File: src/hdl/assert_macros.svh
// Assertion macros for the RTL (included by fp8_block_scale_dequant).
`ifndef ASSERT_MACROS_SVH
`define ASSERT_MACROS_SVH
`ifndef NO_ASSERTIONS
`define ASSERT_CLK(lbl, prop, msg) \
  lbl: assert property (@(posedge clk_i) disable iff (!rst_ni) prop) else $error(msg);
`define ASSERT_NEVER(lbl, expr, msg) \
  lbl: assert property (@(posedge clk_i) disable iff (!rst_ni) !(expr)) else $error(msg);
`else
`define ASSERT_CLK(lbl, prop, msg)
`define ASSERT_NEVER(lbl, expr, msg)
`endif
`endif

File: src/hdl/fp8bsd_pkg.sv
`timescale 1ns / 1ps
`default_nettype none
// ---------------------------------------------------------------------------
// fp8bsd_pkg
// Constants and types for the FP8 block-scale dequantizer.
// ---------------------------------------------------------------------------
package fp8bsd_pkg;

  localparam logic [15:0] Bf16Nan = 16'h7FC0;
  localparam logic [15:0] Bf16Inf = 16'h7F80;

  typedef enum logic {
    CFG_WEIGHT_FORMAT = 1'b0,
    CFG_SCALE_FORMAT  = 1'b1
  } cfg_idx_e;

  typedef enum logic [1:0] {
    CLS_FIN = 2'd0,
    CLS_INF = 2'd1,
    CLS_NAN = 2'd2
  } cls_e;

  // Product class after special-case resolution.
  typedef enum logic [1:0] {
    SPC_FIN  = 2'd0,
    SPC_ZERO = 2'd1,
    SPC_INF  = 2'd2,
    SPC_NAN  = 2'd3
  } spc_e;

endpackage
`default_nettype wire

File: src/hdl/fp8_block_scale_dequant.sv
`timescale 1ns / 1ps
`default_nettype none
// ---------------------------------------------------------------------------
// fp8_block_scale_dequant
// FP8 (E4M3FN / E5M2) weight times tile scale (E8M0 or BF16) to BF16.
// ---------------------------------------------------------------------------
// Usage:
//   s_axis: one beat per weight; tdata = {scale_code[15:0], weight_code[7:0]}.
//   m_axis: one beat per result; tdata = result_bf16.
//   cfg: cfg_we_i / cfg_idx_i / cfg_wdata_i, written while idle.
// Pipeline: decode -> 8x4 multiply -> normalize -> round/pack, four
//   register stages from accept to m_axis_tvalid.
// Throughput: one beat per cycle while the output register is empty or drained.
// Stall: all stages advance together on a global enable; tready is high
//   whenever the output register is empty or being drained, so a full
//   pipeline holds every beat with nothing lost or repeated.
// Reset: valid bits clear, weight_format = E4M3FN, scale_format = E8M0.
// ---------------------------------------------------------------------------
`include "assert_macros.svh"
module fp8_block_scale_dequant (
  input  wire logic        clk_i,
  input  wire logic        rst_ni,
  input  wire logic        cfg_we_i,
  input  wire logic        cfg_idx_i,
  input  wire logic        cfg_wdata_i,
  input  wire logic        s_axis_tvalid,
  output logic             s_axis_tready,
  input  wire logic [23:0] s_axis_tdata,   // [7:0] weight_code, [23:8] scale_code
  output logic             m_axis_tvalid,
  input  wire logic        m_axis_tready,
  output logic [15:0]      m_axis_tdata    // [15:0] result_bf16
);
  import fp8bsd_pkg::*;

  logic wfmt_q, sfmt_q;
  always_ff @(posedge clk_i or negedge rst_ni) begin
    if (!rst_ni) begin
      wfmt_q <= 1'b0;
      sfmt_q <= 1'b1;
    end else if (cfg_we_i) begin
      case (cfg_idx_e'(cfg_idx_i))
        CFG_WEIGHT_FORMAT: wfmt_q <= cfg_wdata_i;
        CFG_SCALE_FORMAT:  sfmt_q <= cfg_wdata_i;
        default: ;
      endcase
    end
  end

  logic [3:0] vld_q;
  logic       adv;
  assign adv           = !vld_q[3] || m_axis_tready;
  assign s_axis_tready = adv;
  assign m_axis_tvalid = vld_q[3];

  always_ff @(posedge clk_i or negedge rst_ni) begin
    if (!rst_ni) vld_q <= '0;
    else if (adv) vld_q <= {vld_q[2:0], s_axis_tvalid};
  end

  // ---- stage 1: decode both operands ------------------------------------
  logic [7:0]  wc;
  logic [15:0] sb;
  logic [3:0]  wm_d;  // weight mag
  logic signed [9:0] we_d;
  cls_e        wc_d, sc_d;
  logic [7:0]  sm_d;
  logic signed [9:0] se_d;

  always_comb begin
    wc = s_axis_tdata[7:0];
    sb = sfmt_q ? ((s_axis_tdata[15:8] == 8'd0) ? 16'h0040 : {1'b0, s_axis_tdata[15:8], 7'd0})
                : s_axis_tdata[23:8];
    wc_d = CLS_FIN;
    if (!wfmt_q) begin
      if (wc[6:3] == 4'hF && wc[2:0] == 3'h7) begin
        wc_d = CLS_NAN; wm_d = '0; we_d = '0;
      end else if (wc[6:3] == 4'h0) begin
        wm_d = {1'b0, wc[2:0]}; we_d = -10'sd9;
      end else begin
        wm_d = {1'b1, wc[2:0]}; we_d = $signed({6'd0, wc[6:3]}) - 10'sd10;
      end
    end else begin
      if (wc[6:2] == 5'h1F) begin
        wc_d = (wc[1:0] == 2'd0) ? CLS_INF : CLS_NAN; wm_d = '0; we_d = '0;
      end else if (wc[6:2] == 5'h0) begin
        wm_d = {2'b0, wc[1:0]}; we_d = -10'sd16;
      end else begin
        wm_d = {2'b01, wc[1:0]}; we_d = $signed({5'd0, wc[6:2]}) - 10'sd17;
      end
    end
    sc_d = CLS_FIN;
    if (sb[14:7] == 8'hFF) begin
      sc_d = (sb[6:0] == 7'd0) ? CLS_INF : CLS_NAN; sm_d = '0; se_d = '0;
    end else if (sb[14:7] == 8'h00) begin
      sm_d = {1'b0, sb[6:0]}; se_d = -10'sd133;
    end else begin
      sm_d = {1'b1, sb[6:0]}; se_d = $signed({2'd0, sb[14:7]}) - 10'sd134;
    end
  end

  logic [3:0] wm1_q; logic [7:0] sm1_q; logic signed [9:0] ex1_q;
  cls_e wc1_q, sc1_q; logic sg1_q;
  always_ff @(posedge clk_i) begin
    if (adv) begin
      wm1_q <= wm_d; sm1_q <= sm_d; ex1_q <= we_d + se_d;
      wc1_q <= wc_d; sc1_q <= sc_d; sg1_q <= wc[7] ^ sb[15];
    end
  end

  // ---- stage 2: multiply and resolve specials ---------------------------
  spc_e spc_d;
  always_comb begin
    if (wc1_q == CLS_NAN || sc1_q == CLS_NAN) spc_d = SPC_NAN;
    else if (wc1_q == CLS_INF || sc1_q == CLS_INF)
      spc_d = ((wc1_q == CLS_FIN && wm1_q == 0) || (sc1_q == CLS_FIN && sm1_q == 0))
              ? SPC_NAN : SPC_INF;
    else if (wm1_q == 0 || sm1_q == 0) spc_d = SPC_ZERO;
    else spc_d = SPC_FIN;
  end

  logic [11:0] pr2_q; logic signed [9:0] ex2_q; spc_e sp2_q; logic sg2_q;
  always_ff @(posedge clk_i) begin
    if (adv) begin
      pr2_q <= {4'd0, sm1_q} * {8'd0, wm1_q};
      ex2_q <= ex1_q; sp2_q <= spc_d; sg2_q <= sg1_q;
    end
  end

  // ---- stage 3: find leading one, choose shift amount --------------------
  logic [3:0] p_d;
  logic signed [10:0] q_d, sh_d;
  always_comb begin
    p_d = '0;
    for (int i = 0; i < 12; i++) if (pr2_q[i]) p_d = 4'(i);
    q_d = ($signed({7'd0, p_d}) + 11'(ex2_q) >= -11'sd126)
          ? $signed({7'd0, p_d}) + 11'(ex2_q) - 11'sd7 : -11'sd133;
    sh_d = q_d - 11'(ex2_q);
  end

  logic [11:0] pr3_q; logic signed [10:0] q3_q, sh3_q; spc_e sp3_q; logic sg3_q;
  always_ff @(posedge clk_i) begin
    if (adv) begin
      pr3_q <= pr2_q; q3_q <= q_d; sh3_q <= sh_d; sp3_q <= sp2_q; sg3_q <= sg2_q;
    end
  end

  // ---- stage 4: shift, round, pack ---------------------------------------
  // Left shift (at most 7) when the shift is not positive (a normal result
  // under 8 significant bits); otherwise right shift, nearest-even rounding.
  logic [19:0] r_d;
  logic [11:0] rem, half;
  logic [15:0] mag_d, res_d;
  logic [3:0]  s4;
  logic signed [11:0] eb;
  always_comb begin
    rem = '0; half = '0; s4 = '0;
    if (sh3_q <= 0) begin
      r_d = {8'd0, pr3_q} << 5'(-sh3_q);
    end else if (sh3_q > 12) begin
      r_d = '0;
    end else begin
      s4 = 4'(sh3_q);
      r_d = {8'd0, pr3_q >> s4};
      rem = pr3_q & ((12'd1 << s4) - 12'd1);
      half = 12'd1 << (s4 - 4'd1);
      if (rem > half || (rem == half && r_d[0])) r_d = r_d + 20'd1;
    end
    eb = 12'(q3_q) + 12'sd134;
    if (q3_q == -11'sd133 && r_d <= 20'd128) mag_d = r_d[15:0];
    else if (eb >= 12'sd255) mag_d = Bf16Inf;
    else mag_d = 16'({eb[7:0], 7'd0}) + r_d[15:0] - 16'd128;
    if (mag_d >= Bf16Inf) mag_d = Bf16Inf;
    case (sp3_q)
      SPC_FIN:  res_d = {sg3_q, mag_d[14:0]};
      SPC_ZERO: res_d = {sg3_q, 15'd0};
      SPC_INF:  res_d = {sg3_q, Bf16Inf[14:0]};
      default:  res_d = Bf16Nan;
    endcase
  end

  always_ff @(posedge clk_i) begin
    if (adv) m_axis_tdata <= res_d;
  end

  `ASSERT_CLK(a_stall_hold, (m_axis_tvalid && !m_axis_tready) |=> $stable(m_axis_tdata), "output changed under stall")
  `ASSERT_CLK(a_ready, (!m_axis_tvalid) |-> s_axis_tready, "not ready with empty output")
  `ASSERT_NEVER(a_nan_sign, m_axis_tvalid && m_axis_tdata[15] && m_axis_tdata[14:6] == 9'h1FF, "negative NaN produced")

endmodule
`default_nettype wire

File: config.mk
export PLATFORM = sky130hd
export DESIGN_NAME = fp8_block_scale_dequant
export DESIGN_NICKNAME = d
export VERILOG_FILES = /design/src/hdl/fp8bsd_pkg.sv /design/src/hdl/fp8_block_scale_dequant.sv
export VERILOG_INCLUDE_DIRS = /design/src /design/src/hdl
export SDC_FILE = /design/constraint.sdc
export NUM_CORES = 1
export LEC_CHECK = 0
export BUFFER_PORTS_ARGS = -buffer_cell sky130_fd_sc_hd__buf_2
export CORE_MARGIN = 10
export CORE_UTILIZATION = 59
export CTS_BUF_LIST = sky130_fd_sc_hd__clkbuf_8
export CTS_CLUSTER_DIAMETER = 150
export DETAILED_ROUTE_END_ITERATION = 10
export PLACE_DENSITY = 0.8
export SYNTH_ARGS = -nofsm -noshare
export SYNTH_HDL_FRONTEND = slang
export SYNTH_SLANG_ARGS = --single-unit
File: constraint.sdc
create_clock -name clk_i -period 7.12 [get_ports clk_i]
set_input_delay 1.068 -clock clk_i [delete_from_list [all_inputs] [get_ports clk_i]]
set_output_delay 1.068 -clock clk_i [all_outputs]
set_load 0.05 [all_outputs]
Word-level counts from Yosys, hierarchy flattened
Index checks and enable logic that the tools add are counted.
{ "totals": {"input_bits": 31, "latch_bits": 0, "reg_bits": 111, "output_inout_bits": 18, "memories": 0, "word_cells": 127, "romBits": 0, "ram_bits": 0} }
{ "op_classes": {"n_eq_ne": 12, "muxes": 42, "n_lt_le_gt_ge": 7, "mul": 1, "div": 0, "bitwise_logic": 3, "reduce_logical": 25, "n_addsub": 14, "shift": 4} }
{ "op_table": {"columns": ["operator", "n"], "rows": [
  ["10-bit 2-to-1 mux", 7],
  ["4-bit 2-to-1 mux", 13],
  ["16-bit 2-to-1 mux", 3],
  ["16-bit one-hot mux with 3 select lines", 1],
  ["15-bit 2-to-1 mux", 2],
  ["13-bit 2-to-1 mux", 2],
  ["8-bit zero test", 3],
  ["1-bit by 4-bit << shifter with 12-bit output (first input constant)", 2],
  ["20-bit by 8-bit less-or-equal comparator with 1-bit output (second input constant)", 1],
  ["20-bit 2-to-1 mux", 1],
  ["12-bit by 5-bit << shifter with 20-bit output", 1],
  ["15-bit by 16-bit adder with 16-bit output", 1],
  ["16-bit by 15-bit >= comparator with 1-bit output (second input constant)", 1],
  ["16-bit by 8-bit subtractor with 16-bit output (second input constant)", 1],
  ["12-bit by 1-bit adder with 13-bit output (second input constant)", 1],
  ["11-bit by 9-bit adder with 12-bit output (second input constant)", 1],
  ["12-bit AND", 1],
  ["12-bit == test", 1],
  ["12-bit by 9-bit >= comparator with 1-bit output (second input constant)", 1],
  ["12-bit > comparator", 1],
  ["8-bit by 4-bit multiplier with 12-bit output", 1],
  ["2-bit 2-to-1 mux", 6],
  ["12-bit by 4-bit >> shifter with 12-bit output", 1],
  ["12-bit by 1-bit subtractor with 12-bit output (second input constant)", 1],
  ["33 further kinds", 54]
]} }

Longest topological paths before layout
Gate-level depths: netlist (run 1).
{ "depth": {"ltp_word": 16, "depth_mapped": 36, "ltp_nobuf": 34} }

Worst setup path before layout (run 1)
Ideal clock, no wire load.
{ "synth_timing": {"kind": "register to register", "from": "register sh3_q[0]", "to": "register m_axis_tdata[3] (data pin)", "period_less_slack_ps": 7137, "path_buffers": 5, "stages_incl_launch_ff": 34, "setup_slack_ps": -17, "arrival_time_ps": 6980, "setup_ps": 157, "required_time_ps": 6963, "cell_sequence": "edfxtp_1 -> buf_6 -> buf_8 -> buf_2 -> inv_1 -> clkbuf_1 -> ha_1 -> ha_1 -> clkbuf_1 -> nand2b_1 -> ha_1 -> o21ai_1 -> mux2_2 -> a21oi_1 -> nor2b_1 -> ha_1 -> nand2_1 -> o21ai_0 -> a221oi_1 -> nor4b_1 -> xor2_1 -> a211oi_1 -> inv_1 -> ha_1 -> a21o_1 -> a21oi_1 -> o21bai_1 -> a21oi_1 -> o21ai_0 -> xor2_1 -> nand2_1 -> a31oi_1 -> a21oi_2 -> nor3_1"} }
{ "synth_between": {"elab_chain_len": 16, "elab_cells_between_ends": 27, "cone_classes": "6 x add/sub; 5 x order compare; 1 x eq/ne; 4 x shift; 7 x mux; 1 x bitwise; 3 x reduce/logical"} }
{ "synth_lines": {"columns": ["item", "line_no", "rtl"], "rows": [
  ["start, declared", "fp8_block_scale_dequant.sv:140", "logic [11:0] pr3_q; logic signed [10:0] q3_q, sh3_q; spc_e sp3_q; logic sg3_q;"],
  ["start signal, assigned", "fp8_block_scale_dequant.sv:143", "pr3_q <= pr2_q; q3_q <= q_d; sh3_q <= sh_d; sp3_q <= sp2_q; sg3_q <= sg2_q;"],
  ["branches (longest 8 deep; another with 12-bit by 1-bit subtractor with 12-bit output)", null, null],
  ["20-bit 2-to-1 mux (*)", "fp8_block_scale_dequant.sv:157", "if (sh3_q <= 0) begin"],
  ["15-bit by 16-bit adder with 16-bit output", "fp8_block_scale_dequant.sv:171", "else mag_d = 16'({eb[7:0], 7'd0}) + r_d[15:0] - 16'd128;"],
  ["16-bit by 8-bit subtractor with 16-bit output", "fp8_block_scale_dequant.sv:171", null],
  ["16-bit 2-to-1 mux", "fp8_block_scale_dequant.sv:170", "else if (eb >= 12'sd255) mag_d = Bf16Inf;"],
  ["16-bit 2-to-1 mux (*)", "fp8_block_scale_dequant.sv:169", "if (q3_q == -11'sd133 && r_d <= 20'd128) mag_d = r_d[15:0];"],
  ["16-bit by 15-bit >= comparator with 1-bit output", "fp8_block_scale_dequant.sv:172", "if (mag_d >= Bf16Inf) mag_d = Bf16Inf;"],
  ["15-bit 2-to-1 mux (*)", "fp8_block_scale_dequant.sv:172", null],
  ["16-bit one-hot mux with 3 select lines (*)", "fp8_block_scale_dequant.sv:173", "case (sp3_q)"],
  ["named net res_d[3]", "fp8_block_scale_dequant.sv:152", "logic [15:0] mag_d, res_d;"],
  ["end signal, assigned", "fp8_block_scale_dequant.sv:182", "if (adv) m_axis_tdata <= res_d;"],
  ["end, declared", "fp8_block_scale_dequant.sv:31", "output logic [15:0] m_axis_tdata"]
]} }
Mark *: on every way through the listed nets, which the timed path passes.
A chain may end at the register's enable or synchronous reset.

Worst setup path after layout (run 1)
{ "layout_timing": {"from": "register sh3_q[1]", "to": "register m_axis_tdata[7] (data pin)"} }
Same word-level chain as after synthesis.

==> run summary, run 1 <==
outcome: complete, no violations
die height: 151 µm
root buffer cell: clkbuf_8
R2R Path Start: sh3_q[1]
IO Count: 49
worst hold path class: flip-flop to flip-flop
CTS Buffer Depth: 2
Distinct cells, synth: 80
clock period minus worst slack: 6.53 ns
register area: 3300 µm²
grt ovf: 0
filler cell count: 1381
CP max FO: 9
Seq/Total Area, Yosys: 32.6%
Synth Register Bits: 111
share of cells above drive strength 1: 12.1%
worst flop-to-flop path endpoint: m_axis_tdata[7]
hold endpoint: ex2_q[9]
Critical Path RT: 7.37 ns
most frequent CP cell: ha_1
iteration count of the initial detailed-routing pass: 5
Worst-path clk slew: 0.12 ns
post-synthesis cell area: 10100 µm²
I/O Buffers: 48
Num CTS Buffers: 9
CTS hold repair buffers: 0
Syn Nets: 1214
Post-synth EDFFs: 105
RSZ-0062 raised after global routing: false
initial antenna violation count: 0
Max-Cap Viols: 0
R2R setup slack: 0.59 ns
clock sink total: 111
via/cell ratio: 6.14
Top FF cell, synth: edfxtp_1
Layout area overhead: 6.57%
Core Region: 16700 µm²
die area: 22800 µm²
H-tree depth: 3
overall global routing resource usage: 20.5%
Slew Limit Fails: 0
final period utilization: 91.7%
CTS tree: done
vias in the first global route: 8045
slew margin rel.: 41.7%
commonest non-fill, non-tap cells in the layout: 105 x edfxtp_1, 95 x nand2_1, 84 x ha_1, 76 x inv_1, 70 x nor2_1
CP max stage delay: 0.42 ns
Worst setup SP type: flip-flop
initial DRC count: 577
Slowest-stage cell, CP: edfxtp_1
Post-Route WL: 23200 µm
HP Start: ex1_q[9]
fmax: 153 MHz
Reg2Reg Depth: 30
Cells on Worst Hold Path: 0
Synth Instances: 1080
Least-Margin Pin Slew: 0.867 ns
Setup crit end kind: flip-flop
Layout Skew: 0.0143 ns
synthesized area per cell: 9.39 µm²
endpoints failing setup: 0
Fin Setup TNS: 0 ns
asr flop ratio synth: 5.41%
Routed Antenna Nets: 0
Arrival @ worst endpoint: 6.78 ns
DR vias: 8207
area of the multi-input gates: 6370 µm²
# rows: 47
Clk Latency, worst-skew pair: 0.41 ns
drt drc: 0
Antenna Cells: 0
layout net count: 1245
effective utilization at floorplan: 60.8%
critical path class: flip-flop to flip-flop
largest net degree at the start of global routing: 64
first-pass GRT wire length: 38100 µm
Detailed Place HPWL: 17900 µm
commonest non-fill, non-tap cell in the layout: edfxtp_1
Synth Warn #: 0
GP Congestion: 0.977
DIE WIDTH: 151 µm
wire per inst: 17.4 µm
Fin. Hold Viols: 0
critical path: cells and delay by family (launching register included):
kind / cells / cell delay (ns)
AO/OA/AOI/OAI: 12 / 2.14
XOR/XNOR: 2 / 0.57
buffers and inverters: 3 / 0.40
flip-flops: 1 / 0.42
adder cells (fa/ha/maj): 6 / 1.64
multiplexers: 1 / 0.37
AND/OR/NAND/NOR: 6 / 0.81
per-layer routing:
layer / vias to the layer above / GRT usage (%) / wire, µm
met1: 3852 / 24.2 / 9650
met3: 56 / 4.27 / 1540
li1: 3989 / - / -
met5: - / 0 / 0
met2: 310 / 35.9 / 11400
met4: 0 / 7.51 / 619
per-stage QoR:
stage	hold slack, ns	cells	setup slack, ns	util [%]	cell area (µm²)
after floorplan	0.400	1080	0.0167	-	10200
after global placement	0.401	1319	0.675	63.4	10600
after detailed placement	0.405	1319	0.442	63.4	10600
after CTS	0.432	1335	0.392	64.6	10800
after global routing	0.439	1336	0.0749	64.7	10800
final	0.431	1336	0.591	64.7	10800
final cells by class:
class | instances | share of cell area, %
Tap cell | 220 | 2.55
Clock inverter | 7 | 0.683
Clock buffer | 9 | 1.15
Sequential cell | 111 | 30.6
Multi-Input combinational cell | 845 | 58.9
Timing Repair Buffer | 66 | 3.47
Inverter | 78 | 2.71
cells by family (layout without fill, tap and decap cells):
logic type,Yosys count,after routing,share of synthesized area [%]
flops,111,111,32.6
mux,61,61,7.77
compound gates,233,233,15.1
buf+inv,124,160,4.93
simple gates,371,371,19.0
xor+xnor,77,77,6.72
fa+ha+maj,103,103,13.9
what timing repair did:
| action | 4_1_cts | 5_1_grt |
|---|---|---|
| endpoints found under the hold margin | 0 | 0 |
| gates resized for setup | 0 | 4 |
| buffers inserted | 0 | 1 |
| setup endpoints to repair | 0 | 10 |
worst max-delay path by stage:
stage | start | cells after the start | end | slack, ns
3_3_place_gp | sh3_q[0] | 28 | m_axis_tdata[5] | 0.67
2_1_floorplan | sh3_q[0] | 35 | m_axis_tdata[3] | 0.02
6_report | sh3_q[1] | 30 | m_axis_tdata[7] | 0.59
5_1_grt | sh3_q[1] | 30 | m_axis_tdata[7] | 0.07
4_1_cts | sh3_q[0] | 27 | m_axis_tdata[2] | 0.39
3_5_place_dp | sh3_q[0] | 27 | m_axis_tdata[2] | 0.44
flip-flops by register name, indices dropped and copies added, names as in the netlist, 8 cells and up:
signal and cells:
pr3_q 12, pr2_q 12, ex2_q 10, m_axis_tdata 16, q3_q 11, sh3_q 11, ex1_q 10, sm1_q 8
cells in the mapped netlist, types with 9 or more instances:
cell type | count | share of area (%)
edfxtp_1 | 105 | 31
nand2_1 | 95 | 3.5
ha_1 | 87 | 11
inv_1 | 76 | 2.8
nor2_1 | 70 | 2.6
a21oi_1 | 64 | 3.2
xnor2_1 | 57 | 4.9
and2_1 | 41 | 2.5
o21ai_0 | 39 | 1.9
mux2i_1 | 30 | 3.0
clkbuf_1 | 29 | 1.1
nand3_1 | 24 | 1.2
nor3_1 | 21 | 1.0
nand2b_1 | 20 | 1.2
nor2b_1 | 19 | 1.2
xor2_1 | 19 | 1.6
mux2_2 | 18 | 2.0
a21o_1 | 17 | 1.3
fa_1 | 16 | 3.2
nor4_1 | 16 | 0.99
buf_2 | 13 | 0.64
o21bai_1 | 13 | 0.96
mux4_2 | 12 | 2.7
o21ai_1 | 11 | 0.54
a31oi_1 | 10 | 0.62
nand3b_1 | 10 | 0.74
or3_1 | 10 | 0.62
nand4_1 | 9 | 0.55
Power of run 1 is not shown: default switching activity piles up to over one toggle a cycle in this logic, so the estimate is an artifact.
==> inputs of run 2 (changes only) <==
--- a/config.mk
+++ b/config.mk
@@ -7,6 +7,7 @@
 export NUM_CORES = 1
 export LEC_CHECK = 0
 export BUFFER_PORTS_ARGS = -buffer_cell sky130_fd_sc_hd__buf_2
+export CORE_ASPECT_RATIO = 0.75
 export CORE_MARGIN = 10
 export CORE_UTILIZATION = 59
 export CTS_BUF_LIST = sky130_fd_sc_hd__clkbuf_8
==> run summary, run 2 (same netlist as run 1, synthesis figures left out) <==
R2R setup slack: 0.51 ns (-0.09 ns)
Post-Route WL: 23300 µm (+0.45%)
area of the multi-input gates: 6370 µm² (about the same)
endpoints failing setup: 0 (unchanged)
worst hold path class: flip-flop to flip-flop
clock period minus worst slack: 6.61 ns (+0.0857 ns)
root buffer cell: clkbuf_8
Max-Cap Viols: 0 (unchanged)
RSZ-0062 raised after global routing: false
CTS tree: done
DIE WIDTH: 171 µm (+13%)
die area: 22900 µm² (+0.24%)
Fin. Hold Viols: 0 (unchanged)
Core Region: 16800 µm² (+0.75%)
share of cells above drive strength 1: 12.0% (-0.14 points)
Fin Setup TNS: 0 ns (unchanged)
max reg flops: 16 (unchanged)
GP Congestion: 0.976 (about the same)
clock sink total: 111 (unchanged)
Detailed Place HPWL: 17900 µm (about the same)
filler cell count: 1352 (-2.1%)
iteration count of the initial detailed-routing pass: 5 (unchanged)
Reg2Reg Depth: 27 (-10%)
wire per inst: 17.6 µm (+1.1%)
Largest regs: m_axis_tdata x16, pr2_q x12, pr3_q x12
Num CTS Buffers: 9 (unchanged)
final period utilization: 92.9% (+1.2 points)
Clk Latency, worst-skew pair: 0.41 ns (about the same)
commonest non-fill, non-tap cell in the layout: edfxtp_1
Cells on Worst Hold Path: 0 (unchanged)
Slew Limit Fails: 0 (unchanged)
postcts setup bufs: 0 (unchanged)
Layout Skew: 0.0172 ns (+0.00285 ns)
fmax: 151 MHz (-1.3%)
Routed Antenna Nets: 0 (unchanged)
H-tree depth: 3 (unchanged)
initial antenna violation count: 0 (unchanged)
overall global routing resource usage: 20.5% (+0.022 points)
largest net degree at the start of global routing: 59 (-7.8%)
Worst setup SP type: flip-flop
slew margin rel.: 38.1% (-3.7 points)
Least-Margin Pin Slew: 0.922 ns (+0.0544 ns)
Biggest register: m_axis_tdata
Arrival @ worst endpoint: 6.85 ns (+0.07 ns)
CTS Buffer Depth: 2 (unchanged)
Worst-path clk slew: 0.11 ns (about the same)
critical path class: flip-flop to flip-flop
Antenna Cells: 0 (unchanged)
layout net count: 1241 (-0.32%)
drt drc: 0 (unchanged)
register area: 3300 µm² (unchanged)
first-pass GRT wire length: 38500 µm (+1.1%)
via/cell ratio: 6.21 (+1.1%)
Setup crit end kind: flip-flop
Layout area overhead: 6.35%
commonest non-fill, non-tap cells in the layout: 105 x edfxtp_1, 95 x nand2_1, 84 x ha_1, 76 x inv_1, 70 x nor2_1
die height: 134 µm (-12%)
CP max FO: 14 (+5)
grt ovf: 0 (unchanged)
effective utilization at floorplan: 60.3% (-0.45 points)
# rows: 41 (-13%)
initial DRC count: 811 (+41%)
vias in the first global route: 7944 (-1.3%)
IO Count: 49 (unchanged)
I/O Buffers: 48 (unchanged)
DR vias: 8238 (+0.38%)
outcome: complete, no violations
Critical Path RT: 7.36 ns (about the same)
[run 2: final cells by class]
type | instances | share of cell area, %
Multi-Input combinational cell | 845 | 59.0
Sequential cell | 111 | 30.6
Timing Repair Buffer | 62 | 3.20
Inverter | 78 | 2.71
Tap cell | 215 | 2.49
Clock buffer | 9 | 1.15
Clock inverter | 7 | 0.777
[run 2: path summary, 6_finish.rpt]
path,from,to
min,ex1_q[1],ex2_q[1]
min in group asynchronous,rst_ni,vld_q[0]
max in group asynchronous,rst_ni,sfmt_q
max reg2reg,sh3_q[0],m_axis_tdata[0]
min reg2reg,ex1_q[1],ex2_q[1]
max,sh3_q[0],m_axis_tdata[0]
[run 2: layer usage]
| metal | routed length, µm | vias to the layer above | track usage, % |
|---|---|---|---|
| li1 | - | 3967 | - |
| met1 | 10500 | 3872 | 27.0 |
| met2 | 10400 | 344 | 32.4 |
| met3 | 1870 | 55 | 4.75 |
| met4 | 617 | 0 | 6.84 |
| met5 | 0 | - | 0 |
[run 2: timing repair]
action,in CTS,in global routing
hold buffers,0,0
gates resized for setup,0,6
setup endpoints to repair,0,12
[run 2: critical path, cell delays in order (launching register included)]
cell and delay, ns:
edfxtp_1 0.40, buf_4 0.23, ha_1 0.37, or3_1 0.43
nor2_1 0.09, o21ai_0 0.14, o211ai_1 0.19, o21ai_0 0.12
and2_1 0.20, ha_1 0.31, nand4_1 0.10, nor3_2 0.32
a221oi_2 0.16, nor4_1 0.39, mux2_2 0.38, nor2_1 0.20
ha_1 0.27, inv_1 0.06, ha_1 0.26, a21oi_1 0.25
o21bai_1 0.09, a21oi_1 0.21, o21ai_0 0.21, xor2_1 0.30
nand2_1 0.16, a31oi_1 0.29, a21oi_2 0.12, nor3_1 0.21
[run 2: stage by stage]
stage	area (µm²)	std cells	utilization (%)	hold slack, ns	setup WS (ns)
after floorplan	10200	1080	-	0.400	0.0167
after global placement	10600	1311	62.8	0.401	0.605
after detailed placement	10600	1311	62.8	0.406	0.330
after CTS	10800	1327	64.0	0.431	0.287
after global routing	10800	1327	64.1	0.435	0.0136
final	10800	1327	64.1	0.425	0.506
Power of run 2 is left out for the same reason.
==> inputs of run 3 (changes only) <==
--- a/config.mk
+++ b/config.mk
@@ -9,11 +9,10 @@
 export BUFFER_PORTS_ARGS = -buffer_cell sky130_fd_sc_hd__buf_2
 export CORE_ASPECT_RATIO = 0.75
 export CORE_MARGIN = 10
-export CORE_UTILIZATION = 59
+export CORE_UTILIZATION = 35
 export CTS_BUF_LIST = sky130_fd_sc_hd__clkbuf_8
-export CTS_CLUSTER_DIAMETER = 150
+export CTS_CLUSTER_DIAMETER = 100
 export DETAILED_ROUTE_END_ITERATION = 10
-export PLACE_DENSITY = 0.8
 export SYNTH_ARGS = -nofsm -noshare
 export SYNTH_HDL_FRONTEND = slang
 export SYNTH_SLANG_ARGS = --single-unit
==> run summary, run 3 (same netlist as run 1, synthesis figures left out) <==
clock period minus worst slack: 6.59 ns (-0.0212 ns)
endpoints failing setup: 0 (unchanged)
die area: 36300 µm² (+58%)
final period utilization: 92.6% (-0.30 points)
Fin. Hold Viols: 0 (unchanged)
Post-Route WL: 23900 µm (+2.2%)
CP max stage delay: 0.57 ns (+0.14 ns)
Slew Limit Fails: 0 (unchanged)
DR WL met2: 10000 µm (-3.4%)
Fin Setup TNS: 0 ns (unchanged)
Max-Cap Viols: 0 (unchanged)
via/cell ratio: 5.28 (-15%)
Critical Path RT: 7.36 ns (about the same)
CP max FO: 19 (+5)
CTS hold repair buffers: 0 (unchanged)
Routed Antenna Nets: 0 (unchanged)
outcome: complete, no violations
Biggest register: m_axis_tdata
Min Hold Slack: 0.413 ns (-0.0129 ns)
die height: 167 µm (+25%)
post-cts resize count: 0 (unchanged)
IO Count: 49 (unchanged)
Slowest-stage cell, CP: xnor2_2
clock sink total: 111 (unchanged)
most frequent CP cell: a21o_1
fmax: 152 MHz (+0.32%)
commonest non-fill, non-tap cell in the layout: edfxtp_1
slew margin rel.: 35.6% (-2.5 points)
initial antenna violation count: 0 (unchanged)
Detailed Place HPWL: 18400 µm (+2.9%)
Least-Margin Pin Slew: 0.966 ns (+0.0446 ns)
layout net count: 1241 (unchanged)
share of cells above drive strength 1: 11.9% (-0.090 points)
Largest regs: m_axis_tdata x16, pr2_q x12, pr3_q x12
Setup crit end kind: flip-flop
utilization after layout: 38.8% (-25 points)
I/O Buffers: 48 (unchanged)
DR vias: 7905 (-4.0%)
postcts setup bufs: 0 (unchanged)
Num CTS Buffers: 9 (unchanged)
Worst-path clk slew: 0.12 ns (about the same)
vias in the first global route: 7514 (-5.4%)
Finished Layout Cells: 1497 (+13%)
iteration count of the initial detailed-routing pass: 5 (unchanged)
CTS tree: done
Worst setup SP type: flip-flop
max reg flops: 16 (unchanged)
Layout Skew: 0.0140 ns (-0.00320 ns)
root buffer cell: clkbuf_8
# rows: 53 (+29%)
top layer in use: met4
Clk Latency, worst-skew pair: 0.41 ns (about the same)
RSZ-0062 raised after global routing: false
worst hold path class: flip-flop to flip-flop
CTS Buffer Depth: 2 (unchanged)
DIE WIDTH: 217 µm (+26%)
largest net degree at the start of global routing: 80 (+36%)
effective utilization at floorplan: 35.8% (-24 points)
grt ovf: 0 (unchanged)
Metal-1 WL: 11700 µm (+11%)
first-pass GRT wire length: 39200 µm (+1.8%)
drt drc: 0 (unchanged)
H-tree depth: 3 (unchanged)
wire per inst: 15.9 µm (-9.4%)
Cells after DPL: 1481 (+13%)
met3 WL post-DR: 1960 µm (+4.8%)
critical path class: flip-flop to flip-flop
Antenna Cells: 0 (unchanged)
Arrival @ worst endpoint: 6.84 ns (about the same)
GP Congestion: 0.967 (-0.93%)
commonest non-fill, non-tap cells in the layout: 105 x edfxtp_1, 95 x nand2_1, 86 x ha_1, 76 x inv_1, 70 x nor2_1
Layout area overhead: 8.39%
overall global routing resource usage: 13.0% (-7.5 points)
Core Region: 28300 µm² (+68%)
initial DRC count: 639 (-21%)
## run 3: changes by cell type in the layout (fill, tap and decap cells not counted), sizes merged
cell	previous run	this run
clkinv	5	2
inv	80	83
## run 3: cell type report
type                    instances  area [µm²]
clock buffers                   9         124
clock inverters                 7        81.3
fillers                      2833       17300
inverters                      78         293
multi-input cells             845        6370
flip-flops and latches        111        3300
well taps                     385         482
repair buffers                 62         345
## run 3: worst paths after layout
kind                          start  cells after the start  slack, ns              end
max                        sh3_q[1]                     25       0.53  m_axis_tdata[1]
max reg2reg                sh3_q[1]                     25       0.53  m_axis_tdata[1]
min reg2reg                ex1_q[4]                      0       0.41         ex2_q[4]
max in group asynchronous    rst_ni                      1       6.45           sfmt_q
min in group asynchronous    rst_ni                      1       0.45         vld_q[3]
min                        ex1_q[4]                      0       0.41         ex2_q[4]
## run 3: through the flow
step | instance area (µm²) | setup slack, ns
6_report | 11000 | 0.527
5_1_grt | 11000 | 0.0188
4_1_cts | 11000 | 0.273
3_5_place_dp | 10800 | 0.361
3_3_place_gp | 10800 | 0.486
2_1_floorplan | 10200 | 0.0167
## run 3: routing by layer
metal,track usage (%),up-vias
li1,-,3973
met1,18.5,3646
met2,19.4,269
met3,3.46,17
met4,2.40,0
met5,0,-
## run 3: critical path: cells and delay by family (launching register included)
family                     cells  cell delay [ns]
AOI/OAI and AO/OA             12             2.36
xor gates and xnor gates       3             1.19
and+or+nand+nor                5             1.16
adders and majority gates      3             0.97
DFF                            1             0.43
buffers and inverters          2             0.29
Power of run 3 is left out for the same reason.
